**config.mk**
```make
export PLATFORM = sky130hd
export DESIGN_NAME = sha1_message_digest
export DESIGN_NICKNAME = d
export VERILOG_FILES = /design/src/design/sha1_pkg.sv /design/src/design/sha1_front.sv /design/src/design/sha1_load.sv /design/src/design/sha1_core.sv /design/src/design/sha1_message_digest.sv
export SDC_FILE = /design/constraint.sdc
export NUM_CORES = 2
export LEC_CHECK = 0
export BUFFER_PORTS_ARGS = -buffer_cell sky130_fd_sc_hd__buf_2
export CAP_MARGIN = 20
export CORE_ASPECT_RATIO = 1.4
export CORE_UTILIZATION = 35
export CTS_CLUSTER_SIZE = 8
export DETAILED_ROUTE_END_ITERATION = 8
export GPL_TIMING_DRIVEN = 0
export PLACE_DENSITY_LB_ADDON = 0.15
export SLEW_MARGIN = 20
export SYNTH_ARGS = -nofsm -noshare
export SYNTH_HDL_FRONTEND = slang
export SYNTH_SLANG_ARGS = --single-unit
```
**constraint.sdc**
```tcl
create_clock -name i_clk -period 127.4 [get_ports i_clk]
set_clock_uncertainty 0.1 [all_clocks]
set_input_delay 6.37 -clock i_clk [delete_from_list [all_inputs] [get_ports i_clk]]
set_output_delay 6.37 -clock i_clk [all_outputs]
set_load 0.01 [all_outputs]
```
**src/design/sha1_pkg.sv**
```systemverilog
// ---------------------------------------------------------------------------
// sha1 package
// shared types and constants of the sha1 message digest
// ---------------------------------------------------------------------------
package sha1_pkg;

    localparam int QDepth = 4;
    localparam int QPtrW  = $clog2(QDepth);
    localparam int QCntW  = QPtrW + 1;

    localparam int BlockBits   = 512;
    localparam int DigestBits  = 160;

    localparam logic [7:0] PadByte = 8'h80;
    localparam logic [2:0] LastIdx = 3'd4;

    localparam logic [DigestBits-1:0] HInit = {
        32'h67452301, 32'hefcdab89, 32'h98badcfe, 32'h10325476, 32'hc3d2e1f0
    };

    localparam logic [31:0] K0 = 32'h5a827999;
    localparam logic [31:0] K1 = 32'h6ed9eba1;
    localparam logic [31:0] K2 = 32'h8f1bbcdc;
    localparam logic [31:0] K3 = 32'hca62c1d6;

    typedef struct packed {
        logic [7:0] data;
        logic       valid;
        logic       last;
    } t_item;

    typedef struct packed {
        logic  vld;
        t_item item;
    } t_qout;

    typedef struct packed {
        logic                 full;
        logic                 fin;
        logic [BlockBits-1:0] data;
    } t_blk;

endpackage

```
**src/design/sha1_front.sv**
```systemverilog
// ---------------------------------------------------------------------------
// sha1 front end
// takes input requests, drops empty non-final ones and queues the rest
// ---------------------------------------------------------------------------
module sha1_front (
    input  logic           i_clk,
    input  logic           i_rst_n,
    input  logic           i_push,
    input  logic [7:0]     i_data_byte,
    input  logic           i_byte_valid,
    input  logic           i_last_byte,
    output logic           o_full,
    input  logic           i_take,
    output sha1_pkg::t_qout o_q
);
    import sha1_pkg::*;

    t_item              r_mem [QDepth];
    logic [QPtrW-1:0]   r_wr;
    logic [QPtrW-1:0]   r_rd;
    logic [QCntW-1:0]   r_cnt;
    logic [QCntW-1:0]   n_cnt;
    logic               wr_en;
    logic               rd_en;

    assign o_full = (r_cnt == QCntW'(QDepth));
    assign wr_en  = i_push && !o_full && (i_byte_valid || i_last_byte);
    assign rd_en  = i_take && (r_cnt != '0);

    always_comb begin
        n_cnt = r_cnt;
        if (wr_en && !rd_en) begin
            n_cnt = r_cnt + 1'b1;
        end else if (!wr_en && rd_en) begin
            n_cnt = r_cnt - 1'b1;
        end
    end

    always_ff @(posedge i_clk) begin
        if (wr_en) begin
            r_mem[r_wr] <= '{data: i_data_byte, valid: i_byte_valid, last: i_last_byte};
        end
    end

    always_ff @(posedge i_clk) begin
        if (!i_rst_n) begin
            r_wr  <= '0;
            r_rd  <= '0;
            r_cnt <= '0;
        end else begin
            r_cnt <= n_cnt;
            if (wr_en) begin
                r_wr <= r_wr + 1'b1;
            end
            if (rd_en) begin
                r_rd <= r_rd + 1'b1;
            end
        end
    end

    assign o_q.vld  = (r_cnt != '0);
    assign o_q.item = r_mem[r_rd];

endmodule

```
**src/design/sha1_load.sv**
```systemverilog
// ---------------------------------------------------------------------------
// sha1 block loader
// packs bytes into a 64-byte block, appends padding and the bit length
// ---------------------------------------------------------------------------
module sha1_load (
    input  logic            i_clk,
    input  logic            i_rst_n,
    input  sha1_pkg::t_qout i_q,
    output logic            o_take,
    input  logic            i_blk_take,
    output sha1_pkg::t_blk  o_blk
);
    import sha1_pkg::*;

    localparam logic [1:0] LdData = 2'd0;
    localparam logic [1:0] LdPad  = 2'd1;
    localparam logic [1:0] LdZero = 2'd2;
    localparam logic [1:0] LdLen  = 2'd3;

    logic [1:0]           r_st;
    logic [1:0]           n_st;
    logic [BlockBits-1:0] r_buf;
    logic [5:0]           r_fill;
    logic                 r_full;
    logic                 r_fin;
    logic [63:0]          r_bits;
    logic [63:0]          n_bits;
    logic [2:0]           r_lcnt;
    logic [2:0]           n_lcnt;
    logic                 ins;
    logic [7:0]           ins_byte;
    logic                 len_end;

    always_comb begin
        n_st     = r_st;
        n_bits   = r_bits;
        n_lcnt   = r_lcnt;
        ins      = 1'b0;
        ins_byte = '0;
        len_end  = 1'b0;
        o_take   = 1'b0;
        case (r_st)
            LdData: begin
                if (i_q.vld && !r_full) begin
                    o_take = 1'b1;
                    if (i_q.item.valid) begin
                        ins      = 1'b1;
                        ins_byte = i_q.item.data;
                        n_bits   = r_bits + 64'd8;
                    end
                    if (i_q.item.last) begin
                        n_st = LdPad;
                    end
                end
            end
            LdPad: begin
                if (!r_full) begin
                    ins      = 1'b1;
                    ins_byte = PadByte;
                    n_st     = LdZero;
                end
            end
            LdZero: begin
                if (!r_full) begin
                    if (r_fill == 6'd56) begin
                        n_st   = LdLen;
                        n_lcnt = '0;
                    end else begin
                        ins = 1'b1;
                    end
                end
            end
            LdLen: begin
                if (!r_full) begin
                    ins      = 1'b1;
                    ins_byte = r_bits[63:56];
                    n_bits   = {r_bits[55:0], 8'h00};
                    n_lcnt   = r_lcnt + 1'b1;
                    if (r_lcnt == 3'd7) begin
                        len_end = 1'b1;
                        n_st    = LdData;
                    end
                end
            end
            default: begin
                n_st = LdData;
            end
        endcase
    end

    always_ff @(posedge i_clk) begin
        if (ins) begin
            r_buf <= {r_buf[BlockBits-9:0], ins_byte};
        end
    end

    always_ff @(posedge i_clk) begin
        if (!i_rst_n) begin
            r_st   <= LdData;
            r_fill <= '0;
            r_full <= 1'b0;
            r_fin  <= 1'b0;
            r_bits <= '0;
            r_lcnt <= '0;
        end else begin
            r_st   <= n_st;
            r_bits <= n_bits;
            r_lcnt <= n_lcnt;
            if (ins) begin
                r_fill <= r_fill + 1'b1;
                if (r_fill == 6'd63) begin
                    r_full <= 1'b1;
                    r_fin  <= len_end;
                end
            end else if (i_blk_take) begin
                r_full <= 1'b0;
            end
        end
    end

    assign o_blk.full = r_full;
    assign o_blk.fin  = r_fin;
    assign o_blk.data = r_buf;

endmodule

```
**src/design/sha1_core.sv**
```systemverilog
// ---------------------------------------------------------------------------
// sha1 compression core
// 80 rounds per block, chaining update and digest output register
// ---------------------------------------------------------------------------
module sha1_core (
    input  logic           i_clk,
    input  logic           i_rst_n,
    input  sha1_pkg::t_blk i_blk,
    output logic           o_blk_take,
    input  logic           i_pop,
    output logic           o_empty,
    output logic [31:0]    o_digest_word,
    output logic [2:0]     o_word_index,
    output logic           o_last_word
);
    import sha1_pkg::*;

    localparam logic [1:0] CrIdle = 2'd0;
    localparam logic [1:0] CrRun  = 2'd1;
    localparam logic [1:0] CrFin  = 2'd2;

    logic [1:0]            r_st;
    logic [6:0]            r_rnd;
    logic                  r_fin;
    logic [DigestBits-1:0] r_h;
    logic [DigestBits-1:0] r_v;
    logic [BlockBits-1:0]  r_w;
    logic [DigestBits-1:0] r_dig;
    logic                  r_busy;
    logic [2:0]            r_idx;

    logic [31:0] va, vb, vc, vd, ve;
    logic [31:0] w0, w2, w8, w13, wx;
    logic [31:0] f, k, temp;
    logic [DigestBits-1:0] sum;

    assign {va, vb, vc, vd, ve} = r_v;
    assign w0  = r_w[511:480];
    assign w2  = r_w[447:416];
    assign w8  = r_w[255:224];
    assign w13 = r_w[95:64];
    assign wx  = w13 ^ w8 ^ w2 ^ w0;

    always_comb begin
        if (r_rnd < 7'd20) begin
            f = (vb & vc) | (~vb & vd);
            k = K0;
        end else if (r_rnd < 7'd40) begin
            f = vb ^ vc ^ vd;
            k = K1;
        end else if (r_rnd < 7'd60) begin
            f = (vb & vc) | (vd & (vb | vc));
            k = K2;
        end else begin
            f = vb ^ vc ^ vd;
            k = K3;
        end
        temp = {va[26:0], va[31:27]} + f + ve + k + w0;
    end

    always_comb begin
        for (int i = 0; i < 5; i++) begin
            sum[32*i +: 32] = r_h[32*i +: 32] + r_v[32*i +: 32];
        end
    end

    assign o_blk_take = (r_st == CrIdle) && i_blk.full;

    always_ff @(posedge i_clk) begin
        case (r_st)
            CrIdle: begin
                if (o_blk_take) begin
                    r_v <= r_h;
                    r_w <= i_blk.data;
                end
            end
            CrRun: begin
                r_v <= {temp, va, {vb[1:0], vb[31:2]}, vc, vd};
                r_w <= {r_w[BlockBits-33:0], wx[30:0], wx[31]};
            end
            default: begin
            end
        endcase
        if ((r_st == CrFin) && r_fin && !r_busy) begin
            r_dig <= sum;
        end else if (i_pop && r_busy) begin
            r_dig <= {r_dig[DigestBits-33:0], 32'h0};
        end
    end

    always_ff @(posedge i_clk) begin
        if (!i_rst_n) begin
            r_st   <= CrIdle;
            r_rnd  <= '0;
            r_fin  <= 1'b0;
            r_h    <= HInit;
            r_busy <= 1'b0;
            r_idx  <= '0;
        end else begin
            case (r_st)
                CrIdle: begin
                    if (o_blk_take) begin
                        r_fin <= i_blk.fin;
                        r_rnd <= '0;
                        r_st  <= CrRun;
                    end
                end
                CrRun: begin
                    r_rnd <= r_rnd + 1'b1;
                    if (r_rnd == 7'd79) begin
                        r_st <= CrFin;
                    end
                end
                CrFin: begin
                    if (!r_fin) begin
                        r_h  <= sum;
                        r_st <= CrIdle;
                    end else if (!r_busy) begin
                        r_h  <= HInit;
                        r_st <= CrIdle;
                    end
                end
                default: begin
                    r_st <= CrIdle;
                end
            endcase
            if ((r_st == CrFin) && r_fin && !r_busy) begin
                r_busy <= 1'b1;
                r_idx  <= '0;
            end else if (i_pop && r_busy) begin
                r_idx <= r_idx + 1'b1;
                if (r_idx == LastIdx) begin
                    r_busy <= 1'b0;
                end
            end
        end
    end

    assign o_empty       = !r_busy;
    assign o_digest_word = r_dig[DigestBits-1 -: 32];
    assign o_word_index  = r_idx;
    assign o_last_word   = (r_idx == LastIdx);

endmodule

```
**src/design/sha1_message_digest.sv**
```systemverilog
// ---------------------------------------------------------------------------
// sha1 message digest
// byte-serial sha-1 hash with a queued front end and a round core
// ---------------------------------------------------------------------------
// input: one request per message byte (i_data_byte, i_byte_valid,
//   i_last_byte), taken when push is high and full is low. a request with
//   i_byte_valid low and i_last_byte low is dropped; i_last_byte ends the
//   message, with i_byte_valid low for an empty message.
// output: five requests per message, digest word 0 first, taken when pop is
//   high and empty is low; o_last_word marks word 4.
// rate: the loader packs one byte per cycle into a 64-byte block while the
//   queue holds bytes and the block register is free, and the core compresses
//   the previous block (start, 80 rounds, chaining add); a long message thus
//   runs at the pace set by the round unit.
// finish: after the last byte, the loader appends padding and length, then
//   the core compresses one or two blocks before the digest shows up.
// stall: the digest stays on the ports until popped; loading and rounds of
//   the next message go on, and only a further digest waits for the port.
// reset: synchronous, clears the queue, the fill and bit counts, the output
//   and loads the initial chaining words.
// ---------------------------------------------------------------------------
module sha1_message_digest (
    input  logic        i_clk,
    input  logic        i_rst_n,
    input  logic [7:0]  i_data_byte,
    input  logic        i_byte_valid,
    input  logic        i_last_byte,
    input  logic        push,
    output logic        full,
    output logic [31:0] o_digest_word,
    output logic [2:0]  o_word_index,
    output logic        o_last_word,
    output logic        empty,
    input  logic        pop
);
    import sha1_pkg::*;

    t_qout q;
    t_blk  blk;
    logic  q_take;
    logic  blk_take;

    sha1_front u_front (
        .i_clk        (i_clk),
        .i_rst_n      (i_rst_n),
        .i_push       (push),
        .i_data_byte  (i_data_byte),
        .i_byte_valid (i_byte_valid),
        .i_last_byte  (i_last_byte),
        .o_full       (full),
        .i_take       (q_take),
        .o_q          (q)
    );

    sha1_load u_load (
        .i_clk      (i_clk),
        .i_rst_n    (i_rst_n),
        .i_q        (q),
        .o_take     (q_take),
        .i_blk_take (blk_take),
        .o_blk      (blk)
    );

    sha1_core u_core (
        .i_clk         (i_clk),
        .i_rst_n       (i_rst_n),
        .i_blk         (blk),
        .o_blk_take    (blk_take),
        .i_pop         (pop),
        .o_empty       (empty),
        .o_digest_word (o_digest_word),
        .o_word_index  (o_word_index),
        .o_last_word   (o_last_word)
    );

endmodule

```
==> run_results.csv <==
group,metric,value,unit
yosys,synth_seq_cells,1641,
power_and_ir_drop,p_switching,417.6,uW
critical_path,path_common_cell,"fa_1",
yosys,syn_area,0.07611,mm^2
layout,design_area,0.08713,mm^2
yosys,yosysUniqueCellTypes,94,
power_and_ir_drop,clockPowerShare,0.359,
die,core.rowCount,202,
die,io_pins,52,
power_and_ir_drop,vdd_drop_max,0.01299,mV
yosys,ys_warn_count,0,
layout,areaGrowthSynthToFinish,14.48,%
die,fp.dieW,396.1,um
clock_tree,clk_latency,880,ps
sta,rsz0062_at_grt,"false",
clock_tree,cts_tree,"yes",
power_and_ir_drop,p_int,1143,uW
drt,antenna_left,0,
sta,fmax,111.6,MHz
grt,grt.overflow.total,0,
power_and_ir_drop,power_density,17.91,mW/mm^2
sta,relSlewSlack,0.2210,
sta,setup_violations,0,
critical_path,critPathArrivalTime,9380,ps
power_and_ir_drop,comb_power_share,0.130,
power_and_ir_drop,finalPower,1561,uW
critical_path,max_stage_delay,970,ps
critical_path,r2r-end,"u_core.r_v[154]",
clock_tree,clock-sinks,1641,
layout,layout_common_cells,"2166 x nand2_1, 1384 x edfxtp_1, 374 x o21ai_0",
grt,grt_pass1_vias,53830,
clock_tree,cts_max_level,4,
die,dieArea,0.2193,mm^2
place,dpl-instance-area,0.08083,mm^2
clock_tree,clockRootBuffer,"clkbuf_16",
yosys,seq_area_frac_synth,0.6137,
layout,final_common_cell,"nand2_1",
drt,wl_per_cell,25.83,um
grt,grt_max_degree,100,
critical_path,end_kind,"flip-flop",
sta,fin_tns_setup,0,ps
yosys,syn_nets,7277,
drt,num_vias,52900,
power_and_ir_drop,swShare,0.2676,
critical_path,path_class,"reg2reg",
grt,grt_pass1_wl,376700,um
yosys,synth_top_flop_cell,"edfxtp_1",
sta,whs,303.6,ps
die,die_h,553.8,um
sta,hold_viol,0,
yosys,postSynthCellCount,6901,
hold_path,min_to,"u_load.r_buf[166]",
sta,min_period,8962,ps
layout,post-route-util,0.4032,
hold_path,hold_depth,0,
critical_path,required,127820,ps
critical_path,r2r_slack,118440,ps
clock_tree,postCtsSetupBuffers,0,
drt,dr.pass1.iters,8,
clock_tree,path_clk_slew,50,ps
run_status,run_status,"completed",
drt,via_per_inst,5.184,
place,globalplace.congestion,0.9608,
critical_path,cp_max_fo,11,
critical_path,cp_cell_sequence,"clkbuf_1 -> a41oi_1 -> and2_1 -> clkinv_1 -> nand2_1 -> clkbuf_1 -> nor2_1 -> nor2_1 -> fa_1 -> fa_1 -> inv_1 -> fa_1 -> inv_1 -> ha_1 -> a21o_1 -> a21o_1 -> a2111o_1 -> a31oi_1 -> o21ai_1 -> a31oi_1 -> o2111ai_1 -> nand2_1 -> xor2_1 -> o21ai_0",
clock_tree,cts_buffers,232,
sta,period_share,0.07035,
layout,drive_gt1_frac,0.06332,
die,coreArea,0.2161,mm^2
place,dp_hpwl,201300,um
grt,grt_antenna_before_repair,1,
sta,drv_slew,0,
clock_tree,postCtsResizedCells,0,
sta,tightest_slew,1168,ps
power_and_ir_drop,p_leak,0.03345,uW
drt,drc_errors,0,
run,cap_viol_max_count,0,
die,start_util,0.3522,
layout,nets,7616,
yosys,avgSynthCellArea,11.03,um^2
grt,track_usage,0.2380,
critical_path,ff2ff_path_depth,24,
layout,fillers,21030,
drt,drt-total-wl,263600,um
critical_path,reg2reg_from,"u_core.r_rnd[4]",
drt,drtIter0Drc,3957,
place,numPortBuffers,51,
yosys,synth-edff-count,1384,
yosys,synth_async_sr_flop_share,0,
critical_path,cp-start-kind,"flip-flop",
power_and_ir_drop,seqPwrFrac,0.511,
hold_path,hold_class,"reg2reg",
hold_path,hold_path.startpoint,"u_load.r_buf[158]",
clock_tree,clock_path_buffers,4,
critical_path,cpMaxStageDelayCell,"a41oi_1",
clock_tree,ctsHoldBuffers,0,
## synthesized netlist by cell type (41+ instances only)
| library cell | count | area, um^2 |
|---|---|---|
| o21ai_0 | 374 | 1872 |
| xnor2_1 | 214 | 1874 |
| o21bai_1 | 41 | 307.8 |
| xor2_1 | 79 | 691.9 |
| dfxtp_1 | 257 | 5145 |
| nor3_1 | 45 | 225.2 |
| fa_1 | 125 | 2502 |
| inv_1 | 235 | 882.1 |
| ha_1 | 237 | 2965 |
| nor2b_1 | 41 | 256.5 |
| edfxtp_1 | 1384 | 41560 |
| clkbuf_1 | 257 | 964.7 |
| a21oi_1 | 284 | 1421 |
| a21o_1 | 98 | 735.7 |
| nand2_1 | 2167 | 8134 |
| nor2_1 | 353 | 1325 |
| nand3_1 | 76 | 380.4 |
## logic make-up after synthesis
| kind of cell | count (synthesis) | synth area share |
|---|---|---|
| simple gates | 2881 | 0.1531 |
| fa+ha+maj | 362 | 0.07184 |
| flops | 1641 | 0.6137 |
| buf+inv | 565 | 0.02976 |
| compound gates | 1127 | 0.09195 |
| mux | 32 | 0.005951 |
| xor+xnor | 293 | 0.03372 |
## power groups by stage
stage	combinational, uW	clock [uW]	sequential (uW)
6_report	203	560	798
3_3_place_gp	173	0	1090
5_1_grt	227	591	809
2_1_floorplan	119	0	963
3_5_place_dp	206	0	807
4_1_cts	207	571	799
## per-stage QoR
step | setup slack (ps) | std cells
finish | 118440 | 10200
global route | 118150 | 10200
CTS | 118590 | 10200
detailed placement | 117930 | 9862
global placement | 60400 | 9808
floorplan | 83800 | 6901
## sequential cells by signal, summed over array words and instances, names as in the netlist, 3 cells and up, named ones only
name,count
u_core.o_word_index,3
u_core.r_dig,160
u_core.r_h,160
u_core.r_rnd,7
u_core.r_v,160
u_core.r_w,512
u_front.r_cnt,3
u_front.r_mem,40
u_load.r_bits,61
u_load.r_buf,512
u_load.r_fill,6
u_load.r_lcnt,3
## critical path: cells and delay by family, from the launching register on
family | cells | cell delay, ps
compound gates | 9 | 3180
simple gates | 5 | 1480
xor+xnor | 1 | 250
flops | 1 | 290
buf+inv | 5 | 1430
fa+ha+maj | 4 | 1920
## cell type report
class                           instances  area (um^2)  area share
Tap cell                             2856         3573     0.04101
Antenna cell                            3        7.507  0.00008616
Clock buffer                          332         6212     0.07130
Inverter                              238        914.6     0.01050
Buffer                                327         1386     0.01591
Sequential cell                      1641        46700      0.5360
Timing Repair Buffer                  105         1084     0.01244
Multi-Input combinational cell       4695        27160      0.3118
Clock inverter                          6        82.58   0.0009478
## layer usage
metal / GRT usage / part of all wire
met1: 0.2609 / 0.37
met2: 0.4266 / 0.51
met3: 0.03089 / 0.045
met4: 0.1600 / 0.079
met5: 0 / 0
## how the worst max path moves through the flow
stage | from | to | slack [ps] | depth (start not counted)
finish | u_core.r_rnd[4] | u_core.r_v[154] | 118440 | 24
global route | u_core.r_rnd[4] | u_core.r_v[159] | 118150 | 26
CTS | u_core.r_rnd[4] | u_core.r_v[154] | 118590 | 24
detailed placement | i_rst_n | u_core.r_h[80] | 117930 | 5
global placement | u_load.r_st[0] | u_load.r_fill[5] | 60400 | 7
floorplan | u_load.r_fill[0] | u_load.r_fill[5] | 83800 | 9
(Power assumes the default switching activity.)
